[config.mk]
export PLATFORM = sky130hd
export DESIGN_NAME = bpoc_front
export DESIGN_NICKNAME = d
export VERILOG_FILES = /design/src/rtl/core/box_primitive_overlap_classifier_macros.svh /design/src/rtl/core/bpoc_pkg.sv /design/src/rtl/core/bpoc_front.sv
export SDC_FILE = /design/constraint.sdc
export NUM_CORES = 2
export LEC_CHECK = 0
export ABC_AREA = 1
export BUFFER_PORTS_ARGS = -buffer_cell sky130_fd_sc_hd__buf_2
export CAP_MARGIN = 20
export CORE_MARGIN = 3
export CORE_UTILIZATION = 50
export DETAILED_ROUTE_END_ITERATION = 12
export PLACE_DENSITY = 0.72
export SETUP_SLACK_MARGIN = 0.02
export SYNTH_ARGS = -nofsm -noshare
export SYNTH_HDL_FRONTEND = slang
export SYNTH_SLANG_ARGS = --single-unit
export TNS_END_PERCENT = 1
[constraint.sdc]
create_clock -name clk -period 7.8 [get_ports clk]
set_input_delay 1.56 -clock clk [delete_from_list [all_inputs] [get_ports clk]]
set_output_delay 1.56 -clock clk [all_outputs]
set_load 0.05 [all_outputs]
[src/rtl/core/box_primitive_overlap_classifier_macros.svh]
// Assertion helpers for the box overlap classifier.
`ifndef BOX_PRIMITIVE_OVERLAP_CLASSIFIER_MACROS_SVH
`define BOX_PRIMITIVE_OVERLAP_CLASSIFIER_MACROS_SVH

// Same-cycle implication, held off during reset.
`define BPOC_ASSERT_NOW(lbl, ante, cons, msg) \
  lbl: assert property (@(posedge clk) disable iff (!rst_n) (ante) |-> (cons)) else $error(msg);

// Next-cycle implication, held off during reset.
`define BPOC_ASSERT_NEXT(lbl, ante, cons, msg) \
  lbl: assert property (@(posedge clk) disable iff (!rst_n) (ante) |=> (cons)) else $error(msg);

`endif

[src/rtl/core/bpoc_pkg.sv]
// ----------------------------------------------------------------------------
// bpoc_pkg
// Widths, codes and stage payload types of the box overlap classifier.
// ----------------------------------------------------------------------------
`default_nettype none
package bpoc_pkg;

  localparam int CW  = 32;        // coordinate width
  localparam int SW  = CW - 1;    // size width
  localparam int DW  = CW;        // magnitude of a clamped distance
  localparam int SQW = 2 * DW;    // one squared distance
  localparam int PW  = 2 * SW;    // product of two sizes
  localparam int XW  = SQW + 1;   // dx^2 + dy^2
  localparam int SPW = SQW + 2;   // dx^2 + dy^2 + dz^2
  localparam int LW  = 128;       // cone compare width
  localparam int CFG_IW = 3;
  localparam int IN_TW  = 6 * CW;
  localparam int OUT_TW = 8;

  localparam logic [1:0] SHAPE_SPHERE   = 2'd0;
  localparam logic [1:0] SHAPE_BOX      = 2'd1;
  localparam logic [1:0] SHAPE_CYLINDER = 2'd2;
  localparam logic [1:0] SHAPE_CONE     = 2'd3;

  localparam logic [CFG_IW-1:0] REG_SHAPE_KIND = 3'd0;
  localparam logic [CFG_IW-1:0] REG_CENTER_X   = 3'd1;
  localparam logic [CFG_IW-1:0] REG_CENTER_Y   = 3'd2;
  localparam logic [CFG_IW-1:0] REG_CENTER_Z   = 3'd3;
  localparam logic [CFG_IW-1:0] REG_SIZE_A     = 3'd4;
  localparam logic [CFG_IW-1:0] REG_SIZE_B     = 3'd5;
  localparam logic [CFG_IW-1:0] REG_SIZE_C     = 3'd6;

  typedef struct packed {
    logic s1;
    logic s2;
    logic s3;
    logic s4;
    logic s5;
  } adv_t;

  typedef struct packed {
    logic signed [CW-1:0] cx;
    logic signed [CW-1:0] cy;
    logic signed [CW-1:0] cz;
    logic [SW-1:0]        sa;
    logic [SW-1:0]        sb;
    logic [SW-1:0]        sc;
  } prim_t;

  typedef struct packed {
    logic [DW-1:0] dx;
    logic [DW-1:0] dy;
    logic [DW-1:0] dz;
    logic [SW-1:0] k;
    logic          span_ok;
    logic          zin;
  } s1_t;

  typedef struct packed {
    logic [XW-1:0]  dxy;
    logic [SPW-1:0] dsph;
    logic [PW-1:0]  rr;
    logic [PW-1:0]  hh;
    logic [PW-1:0]  rk;
    logic           span_ok;
    logic           zin;
  } s3_t;

  typedef struct packed {
    logic [LW-1:0] lhs;
    logic [LW-1:0] rhs;
    logic          sph_ok;
    logic          cyl_ok;
    logic          span_ok;
    logic          zin;
  } s5_t;

endpackage
`default_nettype wire

[src/rtl/core/bpoc_front.sv]
// ----------------------------------------------------------------------------
// bpoc_front
// Stage 1: clamp to the box, distance magnitudes, span and height tests.
// ----------------------------------------------------------------------------
`default_nettype none
module bpoc_front (
  input  wire logic                          clk,
  input  wire bpoc_pkg::adv_t                adv,
  input  wire bpoc_pkg::prim_t               prim,
  input  wire logic signed [bpoc_pkg::CW-1:0] x0,
  input  wire logic signed [bpoc_pkg::CW-1:0] y0,
  input  wire logic signed [bpoc_pkg::CW-1:0] z0,
  input  wire logic signed [bpoc_pkg::CW-1:0] x1,
  input  wire logic signed [bpoc_pkg::CW-1:0] y1,
  input  wire logic signed [bpoc_pkg::CW-1:0] z1,
  output bpoc_pkg::s1_t                      s1_r
);

  function automatic logic [bpoc_pkg::DW-1:0] axis_dist(
    input logic signed [bpoc_pkg::CW-1:0] lo,
    input logic signed [bpoc_pkg::CW-1:0] hi,
    input logic signed [bpoc_pkg::CW-1:0] c
  );
    logic signed [bpoc_pkg::CW-1:0] cl;
    logic signed [bpoc_pkg::CW:0]   diff;
    logic signed [bpoc_pkg::CW:0]   mag;
    cl   = (c < hi) ? c : hi;
    cl   = (lo > cl) ? lo : cl;
    diff = $signed({cl[bpoc_pkg::CW-1], cl}) - $signed({c[bpoc_pkg::CW-1], c});
    mag  = diff[bpoc_pkg::CW] ? -diff : diff;
    return mag[bpoc_pkg::DW-1:0];
  endfunction

  function automatic logic span_ok(
    input logic signed [bpoc_pkg::CW-1:0] lo,
    input logic signed [bpoc_pkg::CW-1:0] hi,
    input logic signed [bpoc_pkg::CW-1:0] c,
    input logic [bpoc_pkg::SW-1:0]        w
  );
    logic signed [bpoc_pkg::CW+1:0] l2;
    logic signed [bpoc_pkg::CW+1:0] h2;
    logic signed [bpoc_pkg::CW+1:0] c2;
    logic signed [bpoc_pkg::CW+1:0] wx;
    l2 = $signed({lo[bpoc_pkg::CW-1], lo, 1'b0});
    h2 = $signed({hi[bpoc_pkg::CW-1], hi, 1'b0});
    c2 = $signed({c[bpoc_pkg::CW-1], c, 1'b0});
    wx = $signed({3'b000, w});
    return (l2 <= c2 + wx) && (h2 >= c2 - wx);
  endfunction

  logic signed [bpoc_pkg::CW:0]   top_z;
  logic signed [bpoc_pkg::CW-1:0] zl;
  logic signed [bpoc_pkg::CW:0]   dzl;
  logic signed [bpoc_pkg::CW+1:0] kk;
  bpoc_pkg::s1_t                  s1_nxt;

  always_comb begin
    top_z  = $signed({prim.cz[bpoc_pkg::CW-1], prim.cz}) + $signed({2'b00, prim.sb});
    zl     = (z0 > prim.cz) ? z0 : prim.cz;
    dzl    = $signed({zl[bpoc_pkg::CW-1], zl}) -
             $signed({prim.cz[bpoc_pkg::CW-1], prim.cz});
    kk     = $signed({3'b000, prim.sb}) - $signed({dzl[bpoc_pkg::CW], dzl});
    s1_nxt.dx = axis_dist(x0, x1, prim.cx);
    s1_nxt.dy = axis_dist(y0, y1, prim.cy);
    s1_nxt.dz = axis_dist(z0, z1, prim.cz);
    s1_nxt.k  = kk[bpoc_pkg::CW+1] ? '0 : kk[bpoc_pkg::SW-1:0];
    s1_nxt.span_ok = span_ok(x0, x1, prim.cx, prim.sa) &&
                     span_ok(y0, y1, prim.cy, prim.sb) &&
                     span_ok(z0, z1, prim.cz, prim.sc);
    s1_nxt.zin = ($signed({z0[bpoc_pkg::CW-1], z0}) <= top_z) && (z1 >= prim.cz);
  end

  always_ff @(posedge clk) begin
    if (adv.s1) begin
      s1_r <= s1_nxt;
    end
  end

endmodule
`default_nettype wire

[Word-level counts from Yosys, hierarchy flattened]
Index checks and enable logic that the tools add are counted.
Word-level totals
  flip-flop bits (word level): 129
  input port bits: 387
  word-level logic and storage cells: 52
  output and inout port bits: 129
Cells by class
  reduce and logical (&&, ||, !) cells: 6
  $add $sub $neg: 15
  muxes and demuxes: 10
  $lt $le $gt $ge: 15
Operator list (count)
  $mux 32: 10
  $sub 32x32->33: 4
  $gt 32x32->1: 4
  $add 33x32->34: 3
  $ge 33x34->1: 3
  $le 33x34->1: 3
  $sub 33x32->34: 3
  $lt 32x32->1: 3
  $neg 32->32: 3
  $sub 32x33->34: 1
  $add 32x32->33: 1
  $le 32x33->1: 1
  $ge 32x32->1: 1
  $logic_and 1x1->1: 6

[Depth between registers and ports, before layout]
  word-level depth: 7
  mapped depth: 54
  gate-level depth less buffers: 52

[Least setup slack after synthesis]
Ideal clock, no wire load.
  path type: input -> register
  start: in prim[123] (netlist bit)
  end: reg s1_r[60] (netlist bit), data pin
  required time: 7.551 ns
  buffers on the path: 5
  arrival time: 7.166 ns
  stages on the path: 42
  setup time: 0.249 ns
  slack: 0.385 ns
  path through: clkbuf_1 inv_1 ha_1 nand2_1 nor2_1 nand4_1 nor4_1 nand2_1 a21o_1 clkbuf_1 clkbuf_1 nand4_1 nand2_1 ha_1 nand4_1 nor3_1 nor4b_2 nand2_1 [... 6 more ...] fa_1 inv_1 nand3_1 nand2_2 nand2_1 nand2_2 xnor2_1 inv_1 nor2_1 nand3_1 nor2_1 nand2_2 nor2_4 nand2_1 nand2_1 nand2_1 nand2_1 inv_1
RTL lines
  from (decl): RTL line bpoc_front.sv:9  | input wire bpoc_pkg::prim_t prim,
  to (signal assigned): RTL line bpoc_front.sv:75  | s1_r <= s1_nxt;
  to (decl): RTL line bpoc_front.sv:16  | output bpoc_pkg::s1_t s1_r

==> summary.txt <==
Synthesis
  – Post-synth EDFFs: 129
  – Syn Inst Count: 7,007
  – Synthesized area: 42,200 sq um
  – Synth async-reset ratio: 0%
  – Syn_area_per_cell: 6.03 sq um
  – Synth Flop Type: edfxtp_1
  – Post-synth top area cell: ha_1
  – Mapped Nets: 8,230
  – Commonest cells post-synth: nand2_1, inv_1, ha_1, a21oi_1, nor2_1
  – Count leader, synth: nand2_1
  – Synth warn: 0
  – Seq/Total Area, Yosys: 9.17%
  – Top cells by area, synth: ha_1, nand2_1, inv_1
  – Yosys cell types: 58
  – Top cell type's share of synthesized area: 23.6%
  – #FFs+latches synth: 129

Global routing
  – Tot GR Track Use: 36.5%
  – Grt total ovfl: 0
  – Met1 global-route usage: 49.1%
  – Most used routing layer: met2
  – Vias in the first global route: 45,528
  – First-pass GRT wire length: 249,000 um
  – Largest net degree at the start of global routing: 72
  – M3 GR Usage: 7.81%
  – Grt met2 use: 57.4%
  – Initial antenna violation count: 25

STA
  – # setup viols final: 0
  – Worst slew pin tran: 0.864 ns
  – Slack of the critical path: 0.415 ns
  – RSZ-0062 raised after global routing: yes
  – F_max: 0.135 GHz
  – Final Cycle Share: 94.7%
  – Total Neg Setup Slack: 0 ns
  – Slew Limit Fails: 0
  – Fin crit period: 7.38 ns
  – Final Hold Viols: 0
  – Hold Slack: 1.60 ns
  – Rel. slew slack: 41.9%

CTS
  – Clock transition at path regs: 0.07 ns
  – Num CTS Buffers: 17
  – Root buffer cell: clkbuf_16
  – Cts hold-fix bufs: 0
  – CTS tree: yes
  – Htree depth: 4
  – Bufs on Longest Clock Path: 2
  – Clk sinks: 129

Cells and area
  – Largest Register: s1_r
  – Ratio of cells with drive above 1 in the final layout: 14.9%
  – Max FFs per register: 129
  – NumNets Final: 9,109
  – Largest regs: s1_r x129
  – Synth-to-Final Area Change: 19.7%

Critical path
  – Crit. End Element: flip-flop
  – Critical path data arrival time: 7.62 ns
  – CP peak stage delay: 0.37 ns
  – CP Class: input port to flip-flop
  – Critical Path RT: 8.04 ns
  – Crit path max-delay cell type: nor4_2
  – Startpoint Class: input port
  – Critical path peak fanout: 14
  – CP dominant cell by count: nand2_1

Power and ir drop
  – Peak supply drop: 315 uV
  – Leakage: 28.7 nW
  – Tot Pwr: 13.1 mW
  – Pwr Density: 259 nW/um^2

Placed design
  – HPWL after DPL: 144,000 um
  – Port buffer count: 511
  – GPL Wtd Cong: 1.04
  – Place WS: -0.242 ns

Route
  – Drt drc: 0
  – DR vias/cell: 5.48
  – Final ANT Viol Nets: 0
  – Via Count: 49,551
  – Wire length per cell: 18.4 um
  – Routed wire length: 166,000 um
  – Initial DRC count: 4,604
  – Drt pass-1 iters: 7

Floorplanning
  – Initial core utilization: 50.9%
  – I/O pins: 516
  – Chip Height: 297 um
  – # rows: 105
  – Core area: 82,900 sq um
  – Width of the die: 297 um
  – Die area: 88,000 sq um

Run status
  – Status: completed

Run
  – Maxcap violations: 0

Hold path
  – Min-delay worst type: input port to flip-flop
## report_power, final
group	internal, mW	switching (mW)	total, mW	leakage [nW]
Combinational	3.93	6.67	10.6	27.1
Clock	0.597	0.402	0.999	0.311
Sequential	1.33	0.143	1.48	1.26
Total	5.86	7.22	13.1	28.7
## path summary, 6_finish.rpt
kind / from / endpoint / slack [ns] / depth (start not counted)
min: adv[4] / s1_r[69] / 1.60 / 1
max: prim[122] / s1_r[58] / 0.42 / 42
## layout by cell type, fill, tap and decap left out, drive strengths merged, types with 28 or more instances in the layout
cell type,count
nand4,167
o21ai,258
o21a,28
nor3,81
xor2,243
edfxtp,129
xnor2,66
fa,41
buf,997
a21oi,649
nand3,327
nor4,31
inv,1189
ha,795
o211ai,29
nand2,1997
nor2,640
o21bai,28
## cell type report
type,count,area [sq um]
Multi-Input combinational cell,5546,33600
Tap cell,1123,1410
Sequential cell,129,3870
Clock buffer,17,425
Inverter,1191,4470
Antenna cell,23,57.6
Fill cell,8317,32400
Clock inverter,14,236
Timing Repair Buffer,1001,6460
## through the flow
step | area, sq um | cells | utilization [%]
after floorplan | 42200 | 7007 | -
after global placement | 49300 | 8975 | 59.5
after detailed placement | 49300 | 8975 | 59.5
after CTS | 50000 | 9006 | 60.3
after global routing | 50500 | 9031 | 60.9
final | 50500 | 9044 | 61.0
## kinds of logic (layout without fill, tap and decap cells)
logic type / after synthesis / after routing / synth area share (%)
compound gates: 1104 / 1104 / 14.3
xor+xnor: 309 / 309 / 6.49
fa+ha+maj: 836 / 836 / 25.5
buf+inv: 1332 / 2223 / 12.0
flops: 129 / 129 / 9.17
other cells: 0 / 23 / 0
simple gates: 3297 / 3297 / 32.5
## metal layers
layer | part of all wire (%) | vias up
met1 | 43 | 22497
met3 | 11 | 327
met5 | 0.022 | -
met4 | 3.9 | 6
li1 | - | 24611
met2 | 42 | 2110
## repair_timing
action	in CTS	in global routing
gates resized for setup	0	89
buffers inserted	0	12
setup endpoints to repair	0	91
## critical path, delay by kind of cell
family | cells | cell delay, ns
and+or+nand+nor | 29 | 3.56
buffers and inverters | 7 | 0.98
adders and majority gates | 3 | 0.91
AOI/OAI and AO/OA | 3 | 0.59
Power figures use the tool's default switching activity.
